--- src/sv/cbct_pkg.sv ---
// ----------------------------------------------------------------------------
// cbct_pkg - shared types and constants of the blob centroid tracker
// Command and register codes, config widths and resets, front/back control.
// ----------------------------------------------------------------------------
`default_nettype none

package cbct_pkg;

  localparam int COLOR_W    = 8;
  localparam int MARGIN_W   = 8;
  localparam int MIN_W      = 10;
  localparam int START_W    = 12;
  localparam int CFG_IDX_W  = 3;
  localparam int CFG_DATA_W = 12;

  localparam logic [MARGIN_W-1:0] MARGIN_RST = MARGIN_W'(20);
  localparam logic [MIN_W-1:0]    MIN_RST    = MIN_W'(10);

  typedef enum logic [1:0] {
    CMD_CENTER  = 2'd0,
    CMD_ONE     = 2'd1,
    CMD_TWO     = 2'd2,
    CMD_RESTART = 2'd3
  } cmd_t;

  typedef enum logic [CFG_IDX_W-1:0] {
    REG_MARGIN      = 3'd0,
    REG_MIN_COUNT   = 3'd1,
    REG_START_ONE_X = 3'd2,
    REG_START_ONE_Y = 3'd3,
    REG_START_TWO_X = 3'd4,
    REG_START_TWO_Y = 3'd5
  } reg_idx_t;

  typedef enum logic [1:0] {
    BK_RUN,
    BK_DIV,
    BK_OUT
  } back_state_t;

  // classified item passed from front to back
  typedef struct packed {
    cmd_t cmd;
    logic keep;        // ring sample matches current mode
    logic blue_lead;   // center sample: blue dominant
    logic green_lead;  // center sample: green dominant
    logic last;
  } ctl_t;

  localparam int CTL_W = $bits(ctl_t);

  typedef struct packed {
    logic [MIN_W-1:0]   min_count;
    logic [START_W-1:0] start_one_x;
    logic [START_W-1:0] start_one_y;
    logic [START_W-1:0] start_two_x;
    logic [START_W-1:0] start_two_y;
  } back_cfg_t;

endpackage

`default_nettype wire

--- src/sv/cbct_if.sv ---
// ----------------------------------------------------------------------------
// cbct_if - channel interfaces of the blob centroid tracker
// Sample input, result output and register write channels.
// ----------------------------------------------------------------------------
`default_nettype none

interface cbct_in_if #(parameter int COORD_BITS = 12);
  logic                           valid;
  logic                           ready;
  logic [1:0]                     command;
  logic [cbct_pkg::COLOR_W-1:0]   red;
  logic [cbct_pkg::COLOR_W-1:0]   green;
  logic [cbct_pkg::COLOR_W-1:0]   blue;
  logic [COORD_BITS-1:0]          sample_x;
  logic [COORD_BITS-1:0]          sample_y;
  logic                           last;

  modport source (output valid, command, red, green, blue, sample_x, sample_y, last,
                  input ready);
  modport sink (input valid, command, red, green, blue, sample_x, sample_y, last,
                output ready);
endinterface

interface cbct_out_if #(parameter int COORD_BITS = 12);
  logic                  valid;
  logic                  ready;
  logic                  target;
  logic [COORD_BITS-1:0] position_x;
  logic [COORD_BITS-1:0] position_y;
  logic                  found;
  logic                  is_green;

  modport source (output valid, target, position_x, position_y, found, is_green,
                  input ready);
  modport sink (input valid, target, position_x, position_y, found, is_green,
                output ready);
endinterface

interface cbct_cfg_if;
  logic                            valid;
  logic                            ready;
  logic [cbct_pkg::CFG_IDX_W-1:0]  index;
  logic [cbct_pkg::CFG_DATA_W-1:0] data;

  modport source (output valid, index, data, input ready);
  modport sink (input valid, index, data, output ready);
endinterface

`default_nettype wire

--- src/sv/cbct_front.sv ---
// ----------------------------------------------------------------------------
// cbct_front - sample classifier
// Tracks the frame color mode and marks ring samples that match it.
// ----------------------------------------------------------------------------
`default_nettype none

module cbct_front (
  input  wire logic                          clk,
  input  wire logic                          rst_n,
  input  wire logic [cbct_pkg::MARGIN_W-1:0] color_margin,
  input  wire logic                          in_valid,
  output logic                               in_ready,
  input  wire logic [1:0]                    in_command,
  input  wire logic [cbct_pkg::COLOR_W-1:0]  in_red,
  input  wire logic [cbct_pkg::COLOR_W-1:0]  in_green,
  input  wire logic [cbct_pkg::COLOR_W-1:0]  in_blue,
  input  wire logic                          in_last,
  output logic                               q_push,
  input  wire logic                          q_ready,
  output cbct_pkg::ctl_t                     q_ctl
);
  import cbct_pkg::*;

  logic blue_mode_r, blue_mode_nxt;
  logic blue_lead, green_lead, accept;
  cmd_t cmd;

  // lead - other > margin, as lead > other + margin
  function automatic logic leads(input logic [COLOR_W-1:0] lead,
                                 input logic [COLOR_W-1:0] a,
                                 input logic [COLOR_W-1:0] b,
                                 input logic [MARGIN_W-1:0] m);
    logic [COLOR_W:0] la, lb, ll;
    begin
      la = {1'b0, a} + {1'b0, m};
      lb = {1'b0, b} + {1'b0, m};
      ll = {1'b0, lead};
      leads = (ll > la) && (ll > lb);
    end
  endfunction

  assign cmd        = cmd_t'(in_command);
  assign blue_lead  = leads(in_blue, in_red, in_green, color_margin);
  assign green_lead = leads(in_green, in_blue, in_red, color_margin);
  assign in_ready   = q_ready;
  assign q_push     = in_valid;
  assign accept     = in_valid && q_ready;

  always_comb begin
    q_ctl.cmd        = cmd;
    q_ctl.keep       = blue_mode_r ? blue_lead : green_lead;
    q_ctl.blue_lead  = blue_lead;
    q_ctl.green_lead = green_lead;
    q_ctl.last       = in_last;
    blue_mode_nxt    = blue_mode_r;
    if (accept) begin
      unique case (cmd)
        CMD_CENTER:  blue_mode_nxt = blue_lead;
        CMD_RESTART: blue_mode_nxt = 1'b0;
        default:     blue_mode_nxt = blue_mode_r;
      endcase
    end
  end

  always_ff @(posedge clk) begin
    if (!rst_n) begin
      blue_mode_r <= 1'b0;
    end else begin
      blue_mode_r <= blue_mode_nxt;
    end
  end

endmodule

`default_nettype wire

--- src/sv/cbct_fifo.sv ---
// ----------------------------------------------------------------------------
// cbct_fifo - small item queue
// Register-based FIFO between classifier and accumulator.
// ----------------------------------------------------------------------------
`default_nettype none

module cbct_fifo #(
  parameter int WIDTH = 8,
  parameter int DEPTH = 4
) (
  input  wire logic             clk,
  input  wire logic             rst_n,
  input  wire logic             push,
  output logic                  push_ready,
  input  wire logic [WIDTH-1:0] din,
  output logic                  pop_valid,
  input  wire logic             pop,
  output logic [WIDTH-1:0]      dout
);
  localparam int PTR_W = (DEPTH > 1) ? $clog2(DEPTH) : 1;
  localparam int CNT_W = $clog2(DEPTH + 1);

  logic [WIDTH-1:0] mem_r [DEPTH];
  logic [PTR_W-1:0] wr_ptr_r, rd_ptr_r;
  logic [CNT_W-1:0] count_r;
  logic             do_push, do_pop;

  assign push_ready = (count_r != CNT_W'(DEPTH));
  assign pop_valid  = (count_r != '0);
  assign do_push    = push && push_ready;
  assign do_pop     = pop && pop_valid;
  assign dout       = mem_r[rd_ptr_r];

  always_ff @(posedge clk) begin
    if (do_push) begin
      mem_r[wr_ptr_r] <= din;
    end
  end

  always_ff @(posedge clk) begin
    if (!rst_n) begin
      wr_ptr_r <= '0;
      rd_ptr_r <= '0;
      count_r  <= '0;
    end else begin
      if (do_push) begin
        wr_ptr_r <= (wr_ptr_r == PTR_W'(DEPTH - 1)) ? '0 : wr_ptr_r + 1'b1;
      end
      if (do_pop) begin
        rd_ptr_r <= (rd_ptr_r == PTR_W'(DEPTH - 1)) ? '0 : rd_ptr_r + 1'b1;
      end
      if (do_push && !do_pop) begin
        count_r <= count_r + 1'b1;
      end else if (do_pop && !do_push) begin
        count_r <= count_r - 1'b1;
      end
    end
  end

endmodule

`default_nettype wire

--- src/sv/cbct_div.sv ---
// ----------------------------------------------------------------------------
// cbct_div - restoring divider
// One quotient bit per cycle; done pulses when the quotient is final.
// ----------------------------------------------------------------------------
`default_nettype none

module cbct_div #(
  parameter int DIVIDEND_W = 22,
  parameter int DIVISOR_W  = 10
) (
  input  wire logic                  clk,
  input  wire logic                  rst_n,
  input  wire logic                  start,
  input  wire logic [DIVIDEND_W-1:0] dividend,
  input  wire logic [DIVISOR_W-1:0]  divisor,
  output logic                       done,
  output logic [DIVIDEND_W-1:0]      quotient
);
  localparam int STEP_W = $clog2(DIVIDEND_W + 1);

  logic [DIVIDEND_W-1:0] quo_r;
  logic [DIVISOR_W:0]    rem_r, rem_sh, rem_sub;
  logic [DIVISOR_W-1:0]  div_r;
  logic [STEP_W-1:0]     step_r;
  logic                  busy_r, done_r, ge;

  assign rem_sh   = {rem_r[DIVISOR_W-1:0], quo_r[DIVIDEND_W-1]};
  assign rem_sub  = rem_sh - {1'b0, div_r};
  assign ge       = (rem_sh >= {1'b0, div_r});
  assign done     = done_r;
  assign quotient = quo_r;

  always_ff @(posedge clk) begin
    if (start) begin
      quo_r <= dividend;
      rem_r <= '0;
      div_r <= divisor;
    end else if (busy_r) begin
      quo_r <= {quo_r[DIVIDEND_W-2:0], ge};
      rem_r <= ge ? rem_sub : rem_sh;
    end
  end

  always_ff @(posedge clk) begin
    if (!rst_n) begin
      busy_r <= 1'b0;
      done_r <= 1'b0;
      step_r <= '0;
    end else begin
      done_r <= 1'b0;
      if (start) begin
        busy_r <= 1'b1;
        step_r <= '0;
      end else if (busy_r) begin
        step_r <= step_r + 1'b1;
        if (step_r == STEP_W'(DIVIDEND_W - 1)) begin
          busy_r <= 1'b0;
          done_r <= 1'b1;
        end
      end
    end
  end

endmodule

`default_nettype wire

--- src/sv/cbct_back.sv ---
// ----------------------------------------------------------------------------
// cbct_back - accumulator and position update
// Sums kept ring samples, divides at the last when found, issues the result.
// ----------------------------------------------------------------------------
`default_nettype none

module cbct_back #(
  parameter int COORD_BITS  = 12,
  parameter int MAX_SAMPLES = 1023
) (
  input  wire logic                  clk,
  input  wire logic                  rst_n,
  input  wire cbct_pkg::back_cfg_t   cfg,
  input  wire logic                  q_valid,
  output logic                       q_pop,
  input  wire cbct_pkg::ctl_t        q_ctl,
  input  wire logic [COORD_BITS-1:0] q_x,
  input  wire logic [COORD_BITS-1:0] q_y,
  output logic                       out_valid,
  input  wire logic                  out_ready,
  output logic                       out_target,
  output logic [COORD_BITS-1:0]      out_position_x,
  output logic [COORD_BITS-1:0]      out_position_y,
  output logic                       out_found,
  output logic                       out_is_green
);
  import cbct_pkg::*;

  localparam int CNT_W = $clog2(MAX_SAMPLES + 1);
  localparam int SUM_W = COORD_BITS + CNT_W;
  localparam int CMP_W = (CNT_W > MIN_W) ? CNT_W : MIN_W;

  back_state_t           st_r, st_nxt;
  logic [CNT_W-1:0]      cnt_r, cnt_nxt, cnt_add;
  logic [SUM_W-1:0]      sum_x_r, sum_x_nxt, sum_x_add;
  logic [SUM_W-1:0]      sum_y_r, sum_y_nxt, sum_y_add;
  logic [COORD_BITS-1:0] p1x_r, p1x_nxt, p1y_r, p1y_nxt;
  logic [COORD_BITS-1:0] p2x_r, p2x_nxt, p2y_r, p2y_nxt;
  logic                  green_r, green_nxt;
  logic                  tgt_r, tgt_nxt, found_r, found_nxt;
  logic                  ov_r, ov_nxt;
  logic                  o_tgt_r, o_found_r, o_green_r;
  logic [COORD_BITS-1:0] o_x_r, o_y_r;
  logic                  load_out, keep_ok, found_now, div_start;
  logic                  done_x, done_y;
  logic [SUM_W-1:0]      quo_x, quo_y;

  assign keep_ok   = q_ctl.keep && (cnt_r < CNT_W'(MAX_SAMPLES));
  assign cnt_add   = keep_ok ? cnt_r + 1'b1 : cnt_r;
  assign sum_x_add = keep_ok ? sum_x_r + SUM_W'(q_x) : sum_x_r;
  assign sum_y_add = keep_ok ? sum_y_r + SUM_W'(q_y) : sum_y_r;
  assign found_now = CMP_W'(cnt_add) > CMP_W'(cfg.min_count);

  cbct_div #(.DIVIDEND_W(SUM_W), .DIVISOR_W(CNT_W)) u_div_x (
    .clk(clk), .rst_n(rst_n), .start(div_start), .dividend(sum_x_add),
    .divisor(cnt_add), .done(done_x), .quotient(quo_x)
  );

  cbct_div #(.DIVIDEND_W(SUM_W), .DIVISOR_W(CNT_W)) u_div_y (
    .clk(clk), .rst_n(rst_n), .start(div_start), .dividend(sum_y_add),
    .divisor(cnt_add), .done(done_y), .quotient(quo_y)
  );

  assign out_valid      = ov_r;
  assign out_target     = o_tgt_r;
  assign out_position_x = o_x_r;
  assign out_position_y = o_y_r;
  assign out_found      = o_found_r;
  assign out_is_green   = o_green_r;

  always_comb begin
    st_nxt    = st_r;
    cnt_nxt   = cnt_r;
    sum_x_nxt = sum_x_r;
    sum_y_nxt = sum_y_r;
    p1x_nxt   = p1x_r;
    p1y_nxt   = p1y_r;
    p2x_nxt   = p2x_r;
    p2y_nxt   = p2y_r;
    green_nxt = green_r;
    tgt_nxt   = tgt_r;
    found_nxt = found_r;
    ov_nxt    = ov_r && !out_ready;
    q_pop     = 1'b0;
    div_start = 1'b0;
    load_out  = 1'b0;
    unique case (st_r)
      BK_RUN: begin
        q_pop = 1'b1;
        if (q_valid) begin
          unique case (q_ctl.cmd)
            CMD_RESTART: begin
              p1x_nxt   = COORD_BITS'(cfg.start_one_x);
              p1y_nxt   = COORD_BITS'(cfg.start_one_y);
              p2x_nxt   = COORD_BITS'(cfg.start_two_x);
              p2y_nxt   = COORD_BITS'(cfg.start_two_y);
              green_nxt = 1'b0;
              cnt_nxt   = '0;
              sum_x_nxt = '0;
              sum_y_nxt = '0;
            end
            CMD_CENTER: begin
              if (q_ctl.blue_lead) begin
                green_nxt = 1'b0;
              end else if (q_ctl.green_lead) begin
                green_nxt = 1'b1;
              end
              cnt_nxt   = '0;
              sum_x_nxt = '0;
              sum_y_nxt = '0;
            end
            default: begin
              if (q_ctl.last) begin
                tgt_nxt   = (q_ctl.cmd == CMD_TWO);
                found_nxt = found_now;
                cnt_nxt   = '0;
                sum_x_nxt = '0;
                sum_y_nxt = '0;
                if (found_now) begin
                  div_start = 1'b1;
                  st_nxt    = BK_DIV;
                end else begin
                  green_nxt = 1'b0;
                  st_nxt    = BK_OUT;
                end
              end else begin
                cnt_nxt   = cnt_add;
                sum_x_nxt = sum_x_add;
                sum_y_nxt = sum_y_add;
              end
            end
          endcase
        end
      end
      BK_DIV: begin
        if (done_x && done_y) begin
          if (tgt_r) begin
            p2x_nxt = quo_x[COORD_BITS-1:0];
            p2y_nxt = quo_y[COORD_BITS-1:0];
          end else begin
            p1x_nxt = quo_x[COORD_BITS-1:0];
            p1y_nxt = quo_y[COORD_BITS-1:0];
          end
          st_nxt = BK_OUT;
        end
      end
      BK_OUT: begin
        if (!ov_r || out_ready) begin
          load_out = 1'b1;
          ov_nxt   = 1'b1;
          st_nxt   = BK_RUN;
        end
      end
      default: st_nxt = BK_RUN;
    endcase
  end

  always_ff @(posedge clk) begin
    if (!rst_n) begin
      st_r    <= BK_RUN;
      cnt_r   <= '0;
      sum_x_r <= '0;
      sum_y_r <= '0;
      p1x_r   <= '0;
      p1y_r   <= '0;
      p2x_r   <= '0;
      p2y_r   <= '0;
      green_r <= 1'b0;
      tgt_r   <= 1'b0;
      found_r <= 1'b0;
      ov_r    <= 1'b0;
    end else begin
      st_r    <= st_nxt;
      cnt_r   <= cnt_nxt;
      sum_x_r <= sum_x_nxt;
      sum_y_r <= sum_y_nxt;
      p1x_r   <= p1x_nxt;
      p1y_r   <= p1y_nxt;
      p2x_r   <= p2x_nxt;
      p2y_r   <= p2y_nxt;
      green_r <= green_nxt;
      tgt_r   <= tgt_nxt;
      found_r <= found_nxt;
      ov_r    <= ov_nxt;
    end
  end

  always_ff @(posedge clk) begin
    if (load_out) begin
      o_tgt_r   <= tgt_r;
      o_found_r <= found_r;
      o_green_r <= green_r;
      o_x_r     <= tgt_r ? p2x_r : p1x_r;
      o_y_r     <= tgt_r ? p2y_r : p1y_r;
    end
  end

endmodule

`default_nettype wire

--- src/sv/color_blob_centroid_tracker.sv ---
// ----------------------------------------------------------------------------
// color_blob_centroid_tracker - two-target colored blob tracker
// Classifies samples by frame color mode and moves each target to the
// truncated mean of its matching ring samples when more than min_count match.
//
//   channel  | dir | handshake     | item
//   in_ch    | in  | valid/ready   | command, red, green, blue, sample_x/y, last
//   out_ch   | out | valid/ready   | target, position_x/y, found, is_green
//   cfg_ch   | in  | valid/ready   | index, data (ready always high)
//
// Center, restart and non-last ring items are taken by the back end in its run state.
// A last ring item sends the back end to its output state when the target stays,
// and through a bit-serial divide first when it moves, taking no item meanwhile.
// A 4-entry queue lets the classifier accept while the back end divides or the
// result register waits. Reset is synchronous; no clearing pass is needed.
// ----------------------------------------------------------------------------
`default_nettype none

module color_blob_centroid_tracker #(
  parameter int COORD_BITS  = 12,
  parameter int MAX_SAMPLES = 1023
) (
  input  wire logic   clk,
  input  wire logic   rst_n,
  cbct_in_if.sink     in_ch,
  cbct_out_if.source  out_ch,
  cbct_cfg_if.sink    cfg_ch
);
  import cbct_pkg::*;

  localparam int Q_DEPTH = 4;
  localparam int Q_W     = CTL_W + 2 * COORD_BITS;

  logic [MARGIN_W-1:0] margin_r;
  back_cfg_t           bcfg_r;
  ctl_t                f_ctl, b_ctl;
  logic                f_push, q_ready, q_valid, q_pop;
  logic [Q_W-1:0]      q_din, q_dout;
  logic [COORD_BITS-1:0] b_x, b_y;

  assign cfg_ch.ready = 1'b1;

  always_ff @(posedge clk) begin
    if (!rst_n) begin
      margin_r           <= MARGIN_RST;
      bcfg_r.min_count   <= MIN_RST;
      bcfg_r.start_one_x <= '0;
      bcfg_r.start_one_y <= '0;
      bcfg_r.start_two_x <= '0;
      bcfg_r.start_two_y <= '0;
    end else if (cfg_ch.valid) begin
      unique case (cfg_ch.index)
        REG_MARGIN:      margin_r           <= cfg_ch.data[MARGIN_W-1:0];
        REG_MIN_COUNT:   bcfg_r.min_count   <= cfg_ch.data[MIN_W-1:0];
        REG_START_ONE_X: bcfg_r.start_one_x <= cfg_ch.data[START_W-1:0];
        REG_START_ONE_Y: bcfg_r.start_one_y <= cfg_ch.data[START_W-1:0];
        REG_START_TWO_X: bcfg_r.start_two_x <= cfg_ch.data[START_W-1:0];
        REG_START_TWO_Y: bcfg_r.start_two_y <= cfg_ch.data[START_W-1:0];
        default: ;
      endcase
    end
  end

  cbct_front u_front (
    .clk(clk), .rst_n(rst_n), .color_margin(margin_r),
    .in_valid(in_ch.valid), .in_ready(in_ch.ready),
    .in_command(in_ch.command), .in_red(in_ch.red), .in_green(in_ch.green),
    .in_blue(in_ch.blue), .in_last(in_ch.last),
    .q_push(f_push), .q_ready(q_ready), .q_ctl(f_ctl)
  );

  assign q_din = {f_ctl, in_ch.sample_x, in_ch.sample_y};

  cbct_fifo #(.WIDTH(Q_W), .DEPTH(Q_DEPTH)) u_fifo (
    .clk(clk), .rst_n(rst_n), .push(f_push), .push_ready(q_ready), .din(q_din),
    .pop_valid(q_valid), .pop(q_pop), .dout(q_dout)
  );

  assign b_ctl = ctl_t'(q_dout[Q_W-1 -: CTL_W]);
  assign b_x   = q_dout[2*COORD_BITS-1 -: COORD_BITS];
  assign b_y   = q_dout[COORD_BITS-1:0];

  cbct_back #(.COORD_BITS(COORD_BITS), .MAX_SAMPLES(MAX_SAMPLES)) u_back (
    .clk(clk), .rst_n(rst_n), .cfg(bcfg_r),
    .q_valid(q_valid), .q_pop(q_pop), .q_ctl(b_ctl), .q_x(b_x), .q_y(b_y),
    .out_valid(out_ch.valid), .out_ready(out_ch.ready),
    .out_target(out_ch.target), .out_position_x(out_ch.position_x),
    .out_position_y(out_ch.position_y), .out_found(out_ch.found),
    .out_is_green(out_ch.is_green)
  );

endmodule

`default_nettype wire

--- src/flat_wrapper.sv ---
// flat-port wrapper written by rule: the top's interface ports become plain ports
module color_blob_centroid_tracker_flat import cbct_pkg::*;
#(
  parameter int COORD_BITS  = 12,
  parameter int MAX_SAMPLES = 1023
)
  (clk, rst_n, in_ch_valid, in_ch_command, in_ch_red, in_ch_green, in_ch_blue, in_ch_sample_x, in_ch_sample_y, in_ch_last, in_ch_ready, out_ch_valid, out_ch_target, out_ch_position_x, out_ch_position_y, out_ch_found, out_ch_is_green, out_ch_ready, cfg_ch_valid, cfg_ch_index, cfg_ch_data, cfg_ch_ready);
  cbct_in_if #(.COORD_BITS(COORD_BITS)) in_ch_i ();
  cbct_out_if #(.COORD_BITS(COORD_BITS)) out_ch_i ();
  cbct_cfg_if cfg_ch_i ();
  input  wire logic clk;
  input  wire logic rst_n;
  input wire logic [$bits(in_ch_i.valid)-1:0] in_ch_valid;
  input wire logic [$bits(in_ch_i.command)-1:0] in_ch_command;
  input wire logic [$bits(in_ch_i.red)-1:0] in_ch_red;
  input wire logic [$bits(in_ch_i.green)-1:0] in_ch_green;
  input wire logic [$bits(in_ch_i.blue)-1:0] in_ch_blue;
  input wire logic [$bits(in_ch_i.sample_x)-1:0] in_ch_sample_x;
  input wire logic [$bits(in_ch_i.sample_y)-1:0] in_ch_sample_y;
  input wire logic [$bits(in_ch_i.last)-1:0] in_ch_last;
  output wire logic [$bits(in_ch_i.ready)-1:0] in_ch_ready;
  output wire logic [$bits(out_ch_i.valid)-1:0] out_ch_valid;
  output wire logic [$bits(out_ch_i.target)-1:0] out_ch_target;
  output wire logic [$bits(out_ch_i.position_x)-1:0] out_ch_position_x;
  output wire logic [$bits(out_ch_i.position_y)-1:0] out_ch_position_y;
  output wire logic [$bits(out_ch_i.found)-1:0] out_ch_found;
  output wire logic [$bits(out_ch_i.is_green)-1:0] out_ch_is_green;
  input wire logic [$bits(out_ch_i.ready)-1:0] out_ch_ready;
  input wire logic [$bits(cfg_ch_i.valid)-1:0] cfg_ch_valid;
  input wire logic [$bits(cfg_ch_i.index)-1:0] cfg_ch_index;
  input wire logic [$bits(cfg_ch_i.data)-1:0] cfg_ch_data;
  output wire logic [$bits(cfg_ch_i.ready)-1:0] cfg_ch_ready;
  assign in_ch_i.valid = in_ch_valid;
  assign in_ch_i.command = in_ch_command;
  assign in_ch_i.red = in_ch_red;
  assign in_ch_i.green = in_ch_green;
  assign in_ch_i.blue = in_ch_blue;
  assign in_ch_i.sample_x = in_ch_sample_x;
  assign in_ch_i.sample_y = in_ch_sample_y;
  assign in_ch_i.last = in_ch_last;
  assign in_ch_ready = in_ch_i.ready;
  assign out_ch_valid = out_ch_i.valid;
  assign out_ch_target = out_ch_i.target;
  assign out_ch_position_x = out_ch_i.position_x;
  assign out_ch_position_y = out_ch_i.position_y;
  assign out_ch_found = out_ch_i.found;
  assign out_ch_is_green = out_ch_i.is_green;
  assign out_ch_i.ready = out_ch_ready;
  assign cfg_ch_i.valid = cfg_ch_valid;
  assign cfg_ch_i.index = cfg_ch_index;
  assign cfg_ch_i.data = cfg_ch_data;
  assign cfg_ch_ready = cfg_ch_i.ready;
  color_blob_centroid_tracker #(.COORD_BITS(COORD_BITS), .MAX_SAMPLES(MAX_SAMPLES)) u_core (.clk(clk), .rst_n(rst_n), .in_ch(in_ch_i), .out_ch(out_ch_i), .cfg_ch(cfg_ch_i));
endmodule
--- config.mk ---
export PLATFORM = sky130hd
export DESIGN_NAME = color_blob_centroid_tracker_flat
export DESIGN_NICKNAME = d
export VERILOG_FILES = /design/src/sv/cbct_pkg.sv /design/src/sv/cbct_if.sv /design/src/sv/cbct_front.sv /design/src/sv/cbct_fifo.sv /design/src/sv/cbct_div.sv /design/src/sv/cbct_back.sv /design/src/sv/color_blob_centroid_tracker.sv /design/src/flat_wrapper.sv
export SDC_FILE = /design/constraint.sdc
export NUM_CORES = 1
export LEC_CHECK = 0
export CORE_ASPECT_RATIO = 0.8
export CORE_MARGIN = 3
export CORE_UTILIZATION = 44
export DETAILED_ROUTE_END_ITERATION = 8
export DONT_BUFFER_PORTS = 1
export PLACE_DENSITY_LB_ADDON = 0.05
export REMOVE_ABC_BUFFERS = 1
export SLEW_MARGIN = 40
export SYNTH_ARGS = -nofsm -noshare
export SYNTH_HDL_FRONTEND = slang
export SYNTH_SLANG_ARGS = --single-unit
--- constraint.sdc ---
create_clock -name clk -period 11.55 [get_ports clk]
set_input_delay 1.155 -clock clk [delete_from_list [all_inputs] [get_ports clk]]
set_output_delay 1.155 -clock clk [all_outputs]
set_load 0.02 [all_outputs]
==> impl_results.md <==
- Post-route ant nets: 0
- DPL Wire Length: 36400 um
- Sequential area share after synthesis: 0.504
- Drt drc: 0
- Max Cap Viol: 0
- Leakage Power: 0.00819 uW
- Setup CP Type: flip-flop to flip-flop
- Hold buffers post-CTS: 0
- CTS tree: built
- Routing usage on met1: 0.332
- Tcrit/Tclk final: 0.463
- Clk_lat worst skew: 0.58 ns
- Seq cells post-synth: roughly 420
- CTS Buffer Depth: 3
- Hold Path Stages: 0
- Pre-CTS setup slack: 6.18 ns
- Slew headroom: 0.463
- Critical Path, Cell by Cell: buf_4 > mux4_2 > o31ai_4 > buf_4 > nor2_1 > and4_1 > xor2_1 > ha_1 > and4_4 > o21a_1 > o21a_1 > o31ai_2 > or2_2 > buf_4 > nand2_2
- Max-slew violation count: 0
- Worst r2r path cells: 15
- Worst Path Buf+Inv: 3
- Hold WC Path Type: flip-flop to flip-flop
- Crit path max-delay family: simple AND/OR/NAND/NOR gates
- DRT iter0 DRCs: 1080
- Largest stage delay on the critical path: 0.57 ns
- RSZ-0062 raised after global routing: no
- Critical path's slowest cell: or2_2
- Setup TNS: 0 ns
- Most frequent cell on the critical path: buf_4
- EDFF count, synth: between 200 and 250
- GR Util met3: 0.0464
- Die Area: 49500 um^2
- Area leader, netlist: edfxtp_1
- Fin. Hold Viols: 0
- CTS Root Cell: clkbuf_16
- Port Buffer Count: 0
- # setup viols final: 0
- Worst hold margin: 0.449 ns
- Worst Path Required: 11.73 ns
- Post-layout nets: 2179
- Post-CTS sizing: 0
- Fmax: 187 MHz
- First-pass GRT wire length: a little over 80000 um
- Ant. Diodes: 0
- Cell count after synthesis: 2007
- Commonest non-fill, non-tap cell in the layout: nand2_1
- Seq. cell area: 10400 um^2
- Primary FF master, synth: dfxtp_1
- Die H: 200 um
- Routed vias/inst: roughly 5.5
- Num Clock Sinks: 419
- Htree depth: 2
- Slew @ Worst Pin: 0.799 ns
- Die X-Extent: 248 um
- Minimum clock period: 5.34 ns
- Core footprint: 46000 um^2
- Met2 Use GR: 0.291
- Worst VDD drop: 0.119 mV
- Power Density: 205 nW/um^2
- Cell row count: 70
- Pin count of the biggest net entering global routing: between 100 and 150
- Clk slew on worst S/H paths: around 0.060 ns
- Fin worst setup slack: 6.21 ns
- Worst hold start: u_core.u_back.green_r$_SDFFE_PN0P_
- Startpoint types: flip-flop
- Vias post-DR: 14600
- Post-synth top area share: 0.293
- Vias in the first global route: approximately 14000
- Multi-input combinational cell area: between 9000 and 10000 um^2
- Starting density of the core: 0.449
- Post-Syn Area: 20600 um^2
- I/O pins: 101
- 1st-pass router iterations: 5
- Worst Skew: approximately 0.025 ns
- Drt wl/cell: 19.7 um
- Synthesis Warnings: 0
- Avg Cell Area, Syn: 10.3 um^2
- Area grow syn2layout: 9.59%
- Gr usage total: 0.210
- Unique cell type count in the Yosys netlist: 80
- Crit path arrival time: 5.53 ns
- Critical path peak fanout: 52
- Status: finished, final reports clean
- FFs w/ async S/R, synth: 0
- Levels on crit path: 15
- Final wirelength: 51700 um
- Routability Congestion: 0.846
- Fill cell count: 4219
- CP endpoint kind: flip-flop
- Layout cells sized above 1: 0.0821
- Num CTS Buffers: between 40 and 50
- Ranking of synthesized cells by area: edfxtp_1 (29%), dfxtp_1 (21%), ha_1 (7.6%)
- Postcts setup bufs: 0
- Global route hottest layer: met1
- Initial antenna violation count: 0
- Total grt overflow: 0
- Commonest cells after routing, fill and taps aside: nand2_1 (271), dfxtp_1 (215), edfxtp_1 (201)
## flip-flops by register name, summed over array words and instances (netlist names), 22 cells and up, named ones only
register,cells
u_core.u_back.sum_x_r,22
u_core.u_fifo.mem_r,120
u_core.u_back.sum_y_r,22
u_core.bcfg_r,58
u_core.u_back.u_div_x.quotient,22
u_core.u_back.u_div_y.quotient,22
## synthesized netlist by cell type, types with 5 or more instances
library cell,count
clkbuf_1,61
fa_1,8
nand2b_1,12
mux2i_1,15
nor2b_1,15
o31ai_1,12
dfxtp_1,218
a31oi_1,32
o21ai_1,15
nor2_1,157
and2_1,31
nor3_1,18
edfxtp_1,201
a21o_1,18
nand3_1,34
mux2_2,25
or3_1,8
o21a_1,15
nand4b_1,5
buf_1,8
and3_1,18
nand2_1,273
o21bai_1,9
xor2_1,42
a21oi_1,199
ha_1,125
a211oi_1,61
buf_2,21
o21ai_0,85
mux4_2,30
buf_4,5
xnor2_1,43
nand4_1,25
o22ai_1,6
inv_1,64
a22o_1,7
a22oi_1,10
## metrics by stage
stage | area [um^2] | util | instances | total power (uW)
6_report | 22600 | 0.492 | 2622 | 4640
5_1_grt | 22600 | 0.492 | 2622 | 4930
4_1_cts | 22600 | 0.492 | 2622 | 4690
3_5_place_dp | 21200 | 0.461 | 2541 | 3270
3_3_place_gp | 21200 | 0.460 | 2540 | 3240
2_1_floorplan | 20200 | - | 1910 | 2880
## final cells by class
class,instances,area share
Sequential cell,419,0.460
Clock inverter,14,0.00786
Tap cell,612,0.0339
Timing Repair Buffer,19,0.00681
Inverter,66,0.0112
Clock buffer,67,0.0548
Multi-Input combinational cell,1425,0.425
## power by group
part / switching [uW] / leakage (uW) / internal, uW
combinational: 836 / 0.00388 / 525
sequential: 119 / 0.00362 / 1750
clock: 595 / 0.000682 / 811
total: 1550 / 0.00819 / 3090
## layer usage
metal / vias up / wire (um)
met5: - / 0
met4: 0 / 754
met3: 60 / 3200
met2: 316 / 20600
met1: 6923 / 27100
li1: 7253 / -
## final timing paths
kind                                                               endpoint  slack (ns)
worst max-delay path            u_core.u_back.u_div_x.quotient[7]$_DFFE_PP_        6.21
worst min-delay path                   u_core.u_back.out_is_green$_DFFE_PP_        0.45
worst max register to register  u_core.u_back.u_div_x.quotient[7]$_DFFE_PP_        6.21
worst min register to register         u_core.u_back.out_is_green$_DFFE_PP_        0.45
## kinds of logic after synthesis
group | after synthesis | synth area share
buffers and inverters | 163 | 0.0326
AOI/OAI and AO/OA | 516 | 0.153
and+or+nand+nor | 620 | 0.137
muxes | 70 | 0.0537
DFF | 419 | 0.504
xor gates and xnor gates | 85 | 0.0361
adders and majority gates | 133 | 0.0836
other | 1 | 0.000182
No activity file was read; power rests on OpenSTA's default activity.
